$ cat config.mk
export PLATFORM = sky130hd
export DESIGN_NAME = tfhq_ctrl
export DESIGN_NICKNAME = d
export VERILOG_FILES = /design/src/tfhq_pkg.sv /design/src/tfhq_ctrl.sv
export SDC_FILE = /design/constraint.sdc
export NUM_CORES = 1
export LEC_CHECK = 0
export BUFFER_PORTS_ARGS = -buffer_cell sky130_fd_sc_hd__buf_2
export CAP_MARGIN = 20
export CORE_UTILIZATION = 50
export CTS_CLUSTER_SIZE = 40
export DETAILED_ROUTE_END_ITERATION = 7
export PLACE_DENSITY = 0.74
export SYNTH_ARGS = -nofsm -noshare
export SYNTH_HDL_FRONTEND = slang
export SYNTH_SLANG_ARGS = --single-unit
$ cat constraint.sdc
create_clock -name aclk -period 2.75 [get_ports aclk]
set_input_delay 0.55 -clock aclk [delete_from_list [all_inputs] [get_ports aclk]]
set_output_delay 0.55 -clock aclk [all_outputs]
set_load 0.05 [all_outputs]
$ cat src/tfhq_pkg.sv
// ----------------------------------------------------------------------------
// tfhq_pkg
// Shared types, constants and helpers for the floor height query block.
// ----------------------------------------------------------------------------
package tfhq_pkg;

    // configuration register indexes
    localparam logic [1:0] REG_QUERY_X       = 2'd0;
    localparam logic [1:0] REG_QUERY_Y       = 2'd1;
    localparam logic [1:0] REG_WINDOW_TOP    = 2'd2;
    localparam logic [1:0] REG_WINDOW_BOTTOM = 2'd3;

    // box margin: floor(span / 5000) = ((span >> 3) * MARGIN_MUL) >> MARGIN_SHIFT
    localparam logic [29:0] MARGIN_MUL   = 30'd879609303;
    localparam int          MARGIN_SHIFT = 39;
    localparam logic [19:0] MARGIN_ABS   = 20'd655;

    localparam logic signed [63:0] DET_MIN  = 64'sd42950;
    localparam logic signed [34:0] BARY_TOL = 35'sd107374;
    localparam logic signed [34:0] Q30_ONE  = 35'sd1073741824;
    localparam logic signed [64:0] Q30_HALF = 65'sd536870912;

    typedef enum logic [5:0] {
        OP_IDLE, OP_PREP, OP_MX, OP_MY, OP_MGY, OP_BOX,
        OP_N0, OP_N1, OP_N2, OP_N3, OP_N4, OP_N5, OP_NZ,
        OP_MAG, OP_SHIFT, OP_SQX, OP_SQY, OP_SQZ, OP_SL0, OP_SL1,
        OP_D0, OP_D1, OP_DET, OP_DCHK, OP_U1, OP_UN, OP_V1, OP_VN,
        OP_DIVU, OP_WAITU, OP_DIVV, OP_WAITV, OP_BARY,
        OP_H0, OP_H1, OP_H2, OP_H3, OP_H4, OP_UPD, OP_END
    } tfhq_op_t;

    typedef struct packed {
        tfhq_op_t op;
        logic     load;
    } tfhq_cmd_t;

    typedef struct packed {
        logic fail;
        logic shift_done;
        logic div_done;
        logic last;
        logic out_busy;
    } tfhq_stat_t;

    // difference saturated to +-(2^31 - 1)
    function automatic logic signed [31:0] dsat(input logic signed [31:0] a,
                                                input logic signed [31:0] b);
        logic signed [32:0] d;
        d = 33'(a) - 33'(b);
        if (d > 33'sd2147483647) begin
            return 32'sd2147483647;
        end else if (d < -33'sd2147483647) begin
            return -32'sd2147483647;
        end
        return d[31:0];
    endfunction

    function automatic logic [63:0] mag64(input logic signed [63:0] v);
        return v[63] ? 64'(-v) : 64'(v);
    endfunction

endpackage

$ cat src/tfhq_ctrl.sv
// ----------------------------------------------------------------------------
// tfhq_ctrl
// Sequencer for the floor height query: walks one triangle through the
// datapath steps and drops out early when a test rejects it.
// ----------------------------------------------------------------------------
module tfhq_ctrl (
    input  logic                 aclk,
    input  logic                 aresetn,
    input  logic                 s_tvalid,
    output logic                 s_tready,
    input  tfhq_pkg::tfhq_stat_t stat,
    output tfhq_pkg::tfhq_cmd_t  cmd
);

    typedef enum logic [5:0] {
        ST_IDLE, ST_PREP, ST_MX, ST_MY, ST_MGY, ST_BOX,
        ST_N0, ST_N1, ST_N2, ST_N3, ST_N4, ST_N5, ST_NZ,
        ST_MAG, ST_SHIFT, ST_SQX, ST_SQY, ST_SQZ, ST_SL0, ST_SL1,
        ST_D0, ST_D1, ST_DET, ST_DCHK, ST_U1, ST_UN, ST_V1, ST_VN,
        ST_DIVU, ST_WAITU, ST_DIVV, ST_WAITV, ST_BARY,
        ST_H0, ST_H1, ST_H2, ST_H3, ST_H4, ST_UPD, ST_END
    } state_t;

    state_t state_reg;
    state_t state_next;

    always_comb begin
        state_next = state_reg;
        unique case (state_reg)
            ST_IDLE:  if (s_tvalid) state_next = ST_PREP;
            ST_PREP:  state_next = ST_MX;
            ST_MX:    state_next = ST_MY;
            ST_MY:    state_next = ST_MGY;
            ST_MGY:   state_next = ST_BOX;
            ST_BOX:   state_next = stat.fail ? ST_END : ST_N0;
            ST_N0:    state_next = ST_N1;
            ST_N1:    state_next = ST_N2;
            ST_N2:    state_next = ST_N3;
            ST_N3:    state_next = ST_N4;
            ST_N4:    state_next = ST_N5;
            ST_N5:    state_next = ST_NZ;
            ST_NZ:    state_next = ST_MAG;
            ST_MAG:   state_next = ST_SHIFT;
            ST_SHIFT: if (stat.shift_done) state_next = ST_SQX;
            ST_SQX:   state_next = ST_SQY;
            ST_SQY:   state_next = ST_SQZ;
            ST_SQZ:   state_next = ST_SL0;
            ST_SL0:   state_next = ST_SL1;
            ST_SL1:   state_next = stat.fail ? ST_END : ST_D0;
            ST_D0:    state_next = ST_D1;
            ST_D1:    state_next = ST_DET;
            ST_DET:   state_next = ST_DCHK;
            ST_DCHK:  state_next = stat.fail ? ST_END : ST_U1;
            ST_U1:    state_next = ST_UN;
            ST_UN:    state_next = ST_V1;
            ST_V1:    state_next = ST_VN;
            ST_VN:    state_next = ST_DIVU;
            ST_DIVU:  state_next = ST_WAITU;
            ST_WAITU: if (stat.div_done) state_next = ST_DIVV;
            ST_DIVV:  state_next = ST_WAITV;
            ST_WAITV: if (stat.div_done) state_next = ST_BARY;
            ST_BARY:  state_next = stat.fail ? ST_END : ST_H0;
            ST_H0:    state_next = ST_H1;
            ST_H1:    state_next = ST_H2;
            ST_H2:    state_next = ST_H3;
            ST_H3:    state_next = ST_H4;
            ST_H4:    state_next = ST_UPD;
            ST_UPD:   state_next = ST_END;
            // a last word waits here until the output register is free
            ST_END:   if (!stat.last || !stat.out_busy) state_next = ST_IDLE;
            default:  state_next = ST_IDLE;
        endcase
    end

    always_ff @(posedge aclk) begin
        if (!aresetn) begin
            state_reg <= ST_IDLE;
        end else begin
            state_reg <= state_next;
        end
    end

    always_comb begin
        cmd.load = (state_reg == ST_IDLE) && s_tvalid;
        unique case (state_reg)
            ST_IDLE:  cmd.op = tfhq_pkg::OP_IDLE;
            ST_PREP:  cmd.op = tfhq_pkg::OP_PREP;
            ST_MX:    cmd.op = tfhq_pkg::OP_MX;
            ST_MY:    cmd.op = tfhq_pkg::OP_MY;
            ST_MGY:   cmd.op = tfhq_pkg::OP_MGY;
            ST_BOX:   cmd.op = tfhq_pkg::OP_BOX;
            ST_N0:    cmd.op = tfhq_pkg::OP_N0;
            ST_N1:    cmd.op = tfhq_pkg::OP_N1;
            ST_N2:    cmd.op = tfhq_pkg::OP_N2;
            ST_N3:    cmd.op = tfhq_pkg::OP_N3;
            ST_N4:    cmd.op = tfhq_pkg::OP_N4;
            ST_N5:    cmd.op = tfhq_pkg::OP_N5;
            ST_NZ:    cmd.op = tfhq_pkg::OP_NZ;
            ST_MAG:   cmd.op = tfhq_pkg::OP_MAG;
            ST_SHIFT: cmd.op = tfhq_pkg::OP_SHIFT;
            ST_SQX:   cmd.op = tfhq_pkg::OP_SQX;
            ST_SQY:   cmd.op = tfhq_pkg::OP_SQY;
            ST_SQZ:   cmd.op = tfhq_pkg::OP_SQZ;
            ST_SL0:   cmd.op = tfhq_pkg::OP_SL0;
            ST_SL1:   cmd.op = tfhq_pkg::OP_SL1;
            ST_D0:    cmd.op = tfhq_pkg::OP_D0;
            ST_D1:    cmd.op = tfhq_pkg::OP_D1;
            ST_DET:   cmd.op = tfhq_pkg::OP_DET;
            ST_DCHK:  cmd.op = tfhq_pkg::OP_DCHK;
            ST_U1:    cmd.op = tfhq_pkg::OP_U1;
            ST_UN:    cmd.op = tfhq_pkg::OP_UN;
            ST_V1:    cmd.op = tfhq_pkg::OP_V1;
            ST_VN:    cmd.op = tfhq_pkg::OP_VN;
            ST_DIVU:  cmd.op = tfhq_pkg::OP_DIVU;
            ST_WAITU: cmd.op = tfhq_pkg::OP_WAITU;
            ST_DIVV:  cmd.op = tfhq_pkg::OP_DIVV;
            ST_WAITV: cmd.op = tfhq_pkg::OP_WAITV;
            ST_BARY:  cmd.op = tfhq_pkg::OP_BARY;
            ST_H0:    cmd.op = tfhq_pkg::OP_H0;
            ST_H1:    cmd.op = tfhq_pkg::OP_H1;
            ST_H2:    cmd.op = tfhq_pkg::OP_H2;
            ST_H3:    cmd.op = tfhq_pkg::OP_H3;
            ST_H4:    cmd.op = tfhq_pkg::OP_H4;
            ST_UPD:   cmd.op = tfhq_pkg::OP_UPD;
            ST_END:   cmd.op = tfhq_pkg::OP_END;
            default:  cmd.op = tfhq_pkg::OP_IDLE;
        endcase
    end

    assign s_tready = (state_reg == ST_IDLE);

endmodule

[Yosys cells after proc, flatten, opt, wreduce, memory -nomap -nowiden]
Memory sizes are Yosys's and may differ from the RTL's. A register that Yosys moved wholly into a read port is not among the register bits.
Index checks and enable logic that the tools add are counted.
W data, S select, Z words.
Word-level totals
  logic and storage cells: 64
  bits in registers: 6
  output and inout bits: 8
  bits in read-only memories: 384
  memories: 1
  input port bits: 8
Cells by class
  reductions and logical operators: 6
  muxes and demuxes: 12
  eq/ne operators: 44
Memory list
  (no name shown): words 64, width 6, read ports 1, clocked after Yosys merged registers in 1, write ports 0, line tfhq_ctrl.sv:85  | unique case (state_reg)
Operators with widths (count)
  $pmux W6 S40: 1
  $eq A6 B5 Y1 const B: 16
  $mux W6: 10
  $eq A6 B4 Y1 const B: 8
  $eq A6 B6 Y1 const B: 8
  $eq A6 B3 Y1 const B: 4
  $eq A6 B2 Y1 const B: 2
  $ne A2 B2 Y1 const B: 5
  $eq A6 B1 Y1 const B: 1
  $logic_not A6 Y1: 1
  $reduce_and A5 Y1: 1
  $mux W3: 1
  $logic_not A1 Y1: 2
  $logic_and A1 B1 Y1: 1
  $logic_or A1 B1 Y1: 1

[Depth between registers and ports, before layout]
Gate-level depths: netlist of run 1.
  word-level depth: 6
  mapped depth: 7
  depth with buffers taken out: 5

[Worst setup path after synthesis of run 1]
Ideal clock, no wire load.
  path type: reg-to-output
  start point: reg state_reg[0]
  end point: out cmd[0] (netlist bit)
  data required time: 2200 ps
  stages on the path, launching flop included: 4
  data arrival time: 1229 ps
  buffers on the path: 1
  path slack: 971 ps
  cells stage by stage: dfxtp_1 -> buf_6 -> nor4_2 -> and3_1
RTL lines
  from (decl): line tfhq_ctrl.sv:24  | state_t state_reg;
  from (signal assigned): line tfhq_ctrl.sv:79  | state_reg <= state_next;
  to (decl): line tfhq_ctrl.sv:12  | output tfhq_pkg::tfhq_cmd_t cmd

[Worst setup path in the final report of run 1]
  start point: reg state_reg[1]
  end point: out s_tready
Between the ends
  word-level cells in the longest chain between the ends: 1
RTL lines
  $logic_not A6 Y1: line tfhq_ctrl.sv:130  | assign s_tready = (state_reg == ST_IDLE);
  to (decl): line tfhq_ctrl.sv:10  | output logic s_tready,
Every way passes these cells.

==> results of run 1 <==
==> stage by stage <==
| step | hold slack, ps | area, um^2 | total power (uW) |
|---|---|---|---|
| global placement | 721 | 779 | 623 |
| CTS | 596 | 816 | 768 |
| finish | 604 | 816 | 767 |
| detailed placement | 717 | 779 | 628 |
| global route | 613 | 816 | 816 |
| floorplan | 546 | 749 | 578 |
==> critical path: cells and delay by family (launching register included) <==
kind | cells | cell delay, ps
flip-flops | 1 | 460
buffers and inverters | 2 | 320
AND/OR/NAND/NOR | 2 | 540
==> synth_stat cells (4+ instances only) <==
master	instances
buf_6	4
nand4_1	4
dfxtp_1	12
a21oi_1	4
o21ai_0	4
a32o_1	4
o2bb2ai_1	4
nand2_1	7
nor2_1	4
a211oi_1	4
==> worst paths after layout <==
path                  end  slack, ps  depth (start not counted)
max reg2reg  state_reg[2]        740                          5
max              s_tready        630                          4
min                cmd[2]        600                          2
min reg2reg  state_reg[4]        740                          1
==> layout make-up <==
cell class                 instances  area, um^2
timing repair buffer              15        75.1
clock buffer                       4        36.3
fill                             132         534
sequential                        12         240
multi-input combinational         64         434
tap                               15        18.8
inverter                           3        11.3
==> per-layer routing <==
metal / vias up / wire length, um / GRT usage [%]
met2: 28 / 863 / 41.3
met5: - / 0 / 0
met3: 4 / 95 / 8.70
met4: 0 / 23 / 12.5
met1: 346 / 770 / 28.4
li1: 355 / - / -
==> kinds of logic (layout without fill, tap and decap cells) <==
| kind of cell | Yosys count | in the layout | share of synthesized area, % |
|---|---|---|---|
| xor gates and xnor gates | 1 | 1 | 1.17 |
| DFF | 12 | 12 | 32.1 |
| buffers and inverters | 11 | 22 | 10.0 |
| and+or+nand+nor | 33 | 33 | 26.4 |
| muxes | 1 | 1 | 1.34 |
| AOI/OAI and AO/OA | 29 | 29 | 29.0 |
==> power by group through the flow <==
stage / clock (uW) / sequential (uW) / combinational, uW
finish: 138 / 266 / 362
global route: 153 / 273 / 391
CTS: 142 / 263 / 363
detailed placement: 0 / 266 / 362
global placement: 0 / 266 / 356
floorplan: 0 / 285 / 293
==> results.py, run 1 <==
metrics = {
    "setup_path": {
        "endpoint_kind": "output pin",
        "worstPathMaxFanout": 14,
        "regToRegStartpoint": "state_reg[1]",
        "startpoint_type": "flop",
        "cp_cell_sequence": "nor4_2, nand2_1, inv_1, buf_2",
        "cpPeakStageDelay_ps": 460,
        "crit_required_ps": 2200,
        "criticalPathCategory": "reg -> out",
        "slowest_stage": "dfxtp_1",
        "worstPathArrival_ps": 1570,
        "startpoint": "state_reg[1]",
    },
    "synthesis": {
        "syn_area_um2": 749,
        "synthFlopType": "dfxtp_1",
        "ys_warn_count": 0,
        "ys_ff_latch": 12,
        "synth_cell_types": 35,
        "synth_async_sr_flop_share_pct": 0,
        "yosys.area.top_type": "dfxtp_1",
        "syn_inst": 87,
        "synth_edf_count": 0,
        "syn_avg_cell_area_um2": 8.61,
        "synthesis.nets": 95,
        "ys_top_cells_by_area": "dfxtp_1, buf_6, a32o_1",
        "yosys.area.top_type_share_pct": 32.1,
        "yosysSeqAreaShare_pct": 32.1,
    },
    "clocking": {
        "cts.htree.levels": 1,
        "cts_resized": 0,
        "cts_tree": "yes",
        "path_clk_slew_ps": 80,
        "post-cts-setup-buffer-count": 0,
        "cts_root_buf": "clkbuf_4",
        "ctsHoldBuffers": 0,
        "worstSkewPairLatency_ps": 270,
        "cts_made_buffers": 3,
        "clockBufferDepth": 2,
        "clkSinkCount": 12,
    },
    "sta": {
        "fin_worst_skew_ps": 11.6,
        "rsz0062_at_grt": "false",
        "drv_slew": 0,
        "period_share_pct": 77.1,
        "tightest_slew_ps": 490,
        "min_period_ps": 2120,
        "setup_viol": 0,
        "slew_headroom_pct": 66.9,
        "tns_ps": 0,
        "fmax_mhz": 471,
        "setup_ws_ps": 629,
        "hold_viol": 0,
    },
    "final_layout": {
        "post-route-util_pct": 60.4,
        "final_cell_mix": "buf_2, dfxtp_1, nand2_1",
        "diodes": 0,
        "final_cells": 113,
        "drive_above_1_share_pct": 25.5,
        "area_delta_synth_final_pct": 8.85,
        "final_common_cell": "buf_2",
        "nets": 107,
    },
    "global_routing": {
        "grtUsageTotal_pct": 25.0,
        "grt_pass1_vias": 664,
        "grt_first_pass_wirelength_mm": 2.68,
        "grt_overflow": 0,
        "grt_max_degree": 16,
        "antenna_found_initial": 0,
    },
    "run_status": {
        "status": "completed",
    },
    "hold_path": {
        "hp-start": "aresetn",
        "hold_path_class": "in -> reg",
    },
    "power_and_ir_drop": {
        "powerDensity_nw_per_um2": 940,
        "pwr-share-comb_pct": 47.2,
        "internal-power_uw": 412,
        "irDropWorstVdd_mv": 0.615,
        "netSwitchingFraction_pct": 46.2,
        "p_clk_share_pct": 18.0,
        "power.leakage_uw": 0.000330,
        "power.sequential.fraction_pct": 34.7,
        "p_sw_uw": 354,
    },
    "die": {
        "ios": 16,
        "dieArea_um2": 1660,
        "die_w_um": 40.7,
        "chipHeight_um": 40.7,
        "row_count": 13,
        "core_area_um2": 1350,
        "start_util_pct": 55.5,
    },
    "drt": {
        "drt-vias-per-instance": 6.49,
        "drtAntennaViolNets": 0,
        "drc": 0,
        "drt-total-wl_mm": 1.75,
        "drt_first_pass_iters": 4,
        "routed-via-count": 733,
        "wl_per_cell_um": 15.5,
        "drtIter0Drc": 13,
    },
    "place": {
        "post-dp-hpwl_mm": 1.23,
        "preCtsSetupSlack_ps": 808,
        "dpl.cell_count": 109,
        "port_buffers": 15,
        "gp_congestion": 0.804,
    },
    "flow_run": {
        "drv_cap": 0,
    },
}
Power figures use the tool's default switching activity.
==> run 2: changes to the inputs <==
Clock period 2.75 ns to 2 ns, I/O delays scaled along.
==> results.py, run 2 (synthesis results as in run 1) <==
metrics = {
    "run_status": {
        "status": "completed",
    },
    "drt": {
        "drtAntennaViolNets": 0,
        "drc": 0,
        "drt-vias-per-instance": 6.28,
        "drt_first_pass_iters": 4,
        "routed-via-count": 760,
        "drtIter0Drc": 17,
        "drt-total-wl_mm": 1.79,
        "wl_per_cell_um": 14.8,
    },
    "final_layout": {
        "nets": 115,
        "diodes": 0,
        "multi_input_area_um2": 443,
        "drive_above_1_share_pct": 31.1,
        "final_cells": 121,
        "seq_area_um2": 240,
        "final_cell_mix": "buf_2, dfxtp_1, buf_4, nand2_1",
        "fillers": 128,
        "post-route-cell-area_um2": 890,
        "final_common_cell": "buf_2",
        "area_delta_synth_final_pct": 18.7,
    },
    "die": {
        "die_w_um": 40.7,
        "core_area_um2": 1350,
        "ios": 16,
        "start_util_pct": 55.5,
        "row_count": 13,
        "chipHeight_um": 40.7,
        "dieArea_um2": 1660,
    },
    "place": {
        "gp_congestion": 0.873,
        "dpl.cell_count": 117,
        "placed_area_um2": 840,
        "post-dp-hpwl_mm": 1.34,
        "port_buffers": 15,
    },
    "sta": {
        "period_share_pct": 95.4,
        "slew_headroom_pct": 64.6,
        "tns_ps": 0,
        "fmax_mhz": 524,
        "drv_slew": 0,
        "fin_worst_skew_ps": 2.72,
        "hold_viol": 0,
        "min_period_ps": 1910,
        "setup_viol": 0,
        "tightest_slew_ps": 524,
        "rsz0062_at_grt": "false",
    },
    "setup_path": {
        "worstPathMaxFanout": 13,
        "cp-endpoint": "cmd[0]",
        "endpoint_kind": "output pin",
        "startpoint": "state_reg[1]",
        "r2r_end": "cmd[3]",
        "worst_r2r_path_depth": 4,
        "crit_required_ps": 1600,
        "cp_cell_sequence": "buf_4, nor4_4, and3_1, clkbuf_4",
        "startpoint_type": "flop",
        "r2r_slack_ps": 160,
        "slowest_stage": "dfxtp_1",
        "worstPathArrival_ps": 1510,
        "cpPeakStageDelay_ps": 330,
        "regToRegStartpoint": "state_reg[0]",
        "criticalPathCategory": "reg -> out",
    },
    "clocking": {
        "post-cts-setup-buffer-count": 0,
        "clockBufferDepth": 2,
        "cts_made_buffers": 3,
        "cts.htree.levels": 1,
        "worstSkewPairLatency_ps": 280,
        "cts_root_buf": "clkbuf_4",
        "clkSinkCount": 12,
        "path_clk_slew_ps": 80,
        "cts_tree": "yes",
    },
    "power_and_ir_drop": {
        "power.sequential.fraction_pct": 29.9,
        "power_uw": 1120,
        "powerDensity_nw_per_um2": 1260,
        "irDropWorstVdd_mv": 0.819,
        "p_sw_uw": 508,
        "p_clk_share_pct": 17.6,
        "internal-power_uw": 611,
        "pwr-share-comb_pct": 52.5,
        "netSwitchingFraction_pct": 45.4,
        "power.leakage_uw": 0.000377,
    },
    "flow_run": {
        "drv_cap": 0,
    },
    "global_routing": {
        "grt_first_pass_wirelength_mm": 2.66,
        "grt_pass1_vias": 603,
        "grt_overflow": 0,
        "antenna_found_initial": 0,
        "grt_max_degree": 14,
        "grtUsageTotal_pct": 25.7,
    },
    "hold_path": {
        "hold_path_class": "in -> reg",
        "whs_path_depth": 2,
    },
}
run 2: cell count changes in the layout (fill, tap and decap cells not counted):
cell,previous run,this run
buf_2,15,13
nor4_4,0,1
clkbuf_4,3,4
nor4_2,1,0
buf_4,0,9
run 2: worst max-delay path, delay by kind of cell, from the launching register on:
kind                   cells  cell delay (ps)
buffers and inverters      2              400
DFF                        1              330
and+or+nand+nor            2              490
run 2: timing repair:
action | 4_1_cts | 5_1_grt
setup endpoints to repair | 1 | 1
gates resized for setup | 1 | 2
hold buffers | 0 | 0
run 2: layout make-up:
| class | instances | share of cell area [%] |
|---|---|---|
| timing repair buffer | 23 | 15.8 |
| sequential | 12 | 27.0 |
| tap | 15 | 2.11 |
| clock buffer | 4 | 4.08 |
| inverter | 3 | 1.27 |
| multi-input combinational | 64 | 49.8 |
run 2: power groups by stage:
| stage | sequential (uW) | clock, uW | combinational (uW) |
|---|---|---|---|
| finish | 334 | 197 | 587 |
| global placement | 329 | 0 | 543 |
| detailed placement | 334 | 0 | 553 |
| CTS | 329 | 197 | 565 |
| floorplan | 392 | 0 | 403 |
| global route | 338 | 207 | 638 |
run 2: through the flow:
step,setup slack (ps),hold slack (ps),util [%]
CTS,17.8,440,65.1
global route,3.18,459,65.9
detailed placement,188,704,62.2
global placement,233,698,62.2
floorplan,291,546,-
finish,92.2,440,65.9
run 2: worst min path at each step:
stage | start | end | slack [ps]
after floorplan | state_reg[5] | cmd[6] | 550
after global placement | state_reg[5] | state_reg[3] | 700
after detailed placement | state_reg[5] | state_reg[3] | 700
after CTS | aresetn | state_reg[1] | 440
after global routing | aresetn | cmd[3] | 460
final | aresetn | state_reg[1] | 440
run 2: metal layers:
layer	track usage, %	up-vias	part of all wire [%]
met5	0	-	0
met4	10.0	0	1.7
met3	9.78	4	4.0
met2	40.9	15	48
met1	30.9	369	46
li1	-	372	-
==> run 3: changes to the inputs <==
Settings changed: CTS_BUF_LIST from default to sky130_fd_sc_hd__clkbuf_8.
==> results.py, run 3 (synthesis results as in run 1) <==
metrics = {
    "run_status": {
        "status": "completed",
    },
    "power_and_ir_drop": {
        "irDropWorstVdd_mv": 0.821,
        "power_uw": 1160,
        "netSwitchingFraction_pct": 44.1,
        "pwr-share-comb_pct": 48.3,
        "p_clk_share_pct": 23.0,
        "power.sequential.fraction_pct": 28.7,
        "internal-power_uw": 647,
        "p_sw_uw": 510,
        "power.leakage_uw": 0.000380,
        "powerDensity_nw_per_um2": 1290,
    },
    "setup_path": {
        "endpoint_kind": "output pin",
        "r2r_slack_ps": 170,
        "worst_r2r_path_depth": 4,
        "worstPathMaxFanout": 13,
        "regToRegStartpoint": "state_reg[0]",
        "criticalPathCategory": "reg -> out",
        "worstPathArrival_ps": 1570,
        "r2r_end": "cmd[2]",
        "crit_required_ps": 1600,
        "startpoint_type": "flop",
    },
    "drt": {
        "drt_first_pass_iters": 4,
        "drc": 0,
        "drt-vias-per-instance": 6.20,
        "routed-via-count": 750,
        "wl_per_cell_um": 15.1,
        "drtIter0Drc": 15,
        "drtAntennaViolNets": 0,
        "drt-total-wl_mm": 1.83,
    },
    "die": {
        "start_util_pct": 55.5,
        "ios": 16,
        "row_count": 13,
        "die_w_um": 40.7,
        "core_area_um2": 1350,
        "dieArea_um2": 1660,
        "chipHeight_um": 40.7,
    },
    "final_layout": {
        "post-route-cell-area_um2": 895,
        "nets": 115,
        "final_cell_mix": "buf_2, dfxtp_1, buf_4, nand2_1",
        "drive_above_1_share_pct": 31.1,
        "diodes": 0,
        "area_delta_synth_final_pct": 19.4,
        "final_common_cell": "buf_2",
    },
    "place": {
        "port_buffers": 15,
        "post-dp-hpwl_mm": 1.34,
        "gp_congestion": 0.873,
        "placed_area_um2": 840,
    },
    "clocking": {
        "path_clk_slew_ps": 50,
        "worstSkewPairLatency_ps": 240,
        "ctsHoldBuffers": 0,
        "post-cts-setup-buffer-count": 0,
        "cts_made_buffers": 3,
        "cts_tree": "yes",
        "clkSinkCount": 12,
        "cts_root_buf": "clkbuf_8",
        "cts_resized": 0,
        "cts.htree.levels": 1,
        "clockBufferDepth": 2,
    },
    "sta": {
        "slew_headroom_pct": 63.7,
        "fmax_mhz": 507,
        "setup_viol": 0,
        "tns_ps": 0,
        "min_period_ps": 1970,
        "period_share_pct": 98.5,
        "fin_worst_skew_ps": 0.641,
        "hold_viol": 0,
        "hold_slack_ps": 479,
        "drv_slew": 0,
        "rsz0062_at_grt": "false",
        "tightest_slew_ps": 538,
    },
    "global_routing": {
        "grt_first_pass_wirelength_mm": 2.66,
        "grtUsageTotal_pct": 25.0,
        "grt_pass1_vias": 595,
        "grt_max_degree": 14,
        "antenna_found_initial": 0,
        "grt_overflow": 0,
    },
    "hold_path": {
        "whs_endpoint": "state_reg[1]",
        "whs_path_depth": 2,
        "hp-start": "aresetn",
        "hold_path_class": "in -> reg",
    },
    "flow_run": {
        "drv_cap": 0,
    },
}
run 3: power groups by stage:
stage                     registers, uW  clock network (uW)  logic [uW]
after detailed placement            334                   0         553
after global placement              329                   0         543
after floorplan                     392                   0         403
after CTS                           330                 267         556
final                               332                 266         559
after global routing                336                 279         604
run 3: per-stage QoR:
| stage | setup slack [ps] | util (%) | instances |
|---|---|---|---|
| final | 29.5 | 66.3 | 121 |
| after global routing | 2.69 | 66.3 | 121 |
| after global placement | 233 | 62.2 | 117 |
| after detailed placement | 188 | 62.2 | 117 |
| after CTS | 42.7 | 66.3 | 121 |
| after floorplan | 291 | - | 87 |
run 3: worst max-delay path, stage by stage, from the launching register on:
cell and delay (ps):
dfxtp_1 320, buf_4 180, nor4_2 350, nand2_1 150, inv_1 70, buf_2 250
run 3: cell type report:
| class | instances | area, um^2 |
|---|---|---|
| fillers | 132 | 455 |
| clock buffers | 4 | 55.1 |
| multi-input cells | 64 | 434 |
| repair buffers | 23 | 135 |
| inverters | 3 | 11.3 |
| well taps | 15 | 18.8 |
| flip-flops and latches | 12 | 240 |
run 3: how the worst max path moves through the flow:
stage | start | endpoint | cells past startpoint
2_1_floorplan | state_reg[0] | cmd[3] | 7
3_3_place_gp | state_reg[1] | state_reg[2] | 6
3_5_place_dp | state_reg[0] | cmd[2] | 4
4_1_cts | state_reg[1] | s_tready | 5
5_1_grt | state_reg[1] | s_tready | 5
6_report | state_reg[1] | s_tready | 5
run 3: metal layers:
layer	wire, um	global-route usage [%]
met1	854	31.9
met2	877	40.9
met3	99	9.78
met4	0	2.50
met5	0	0
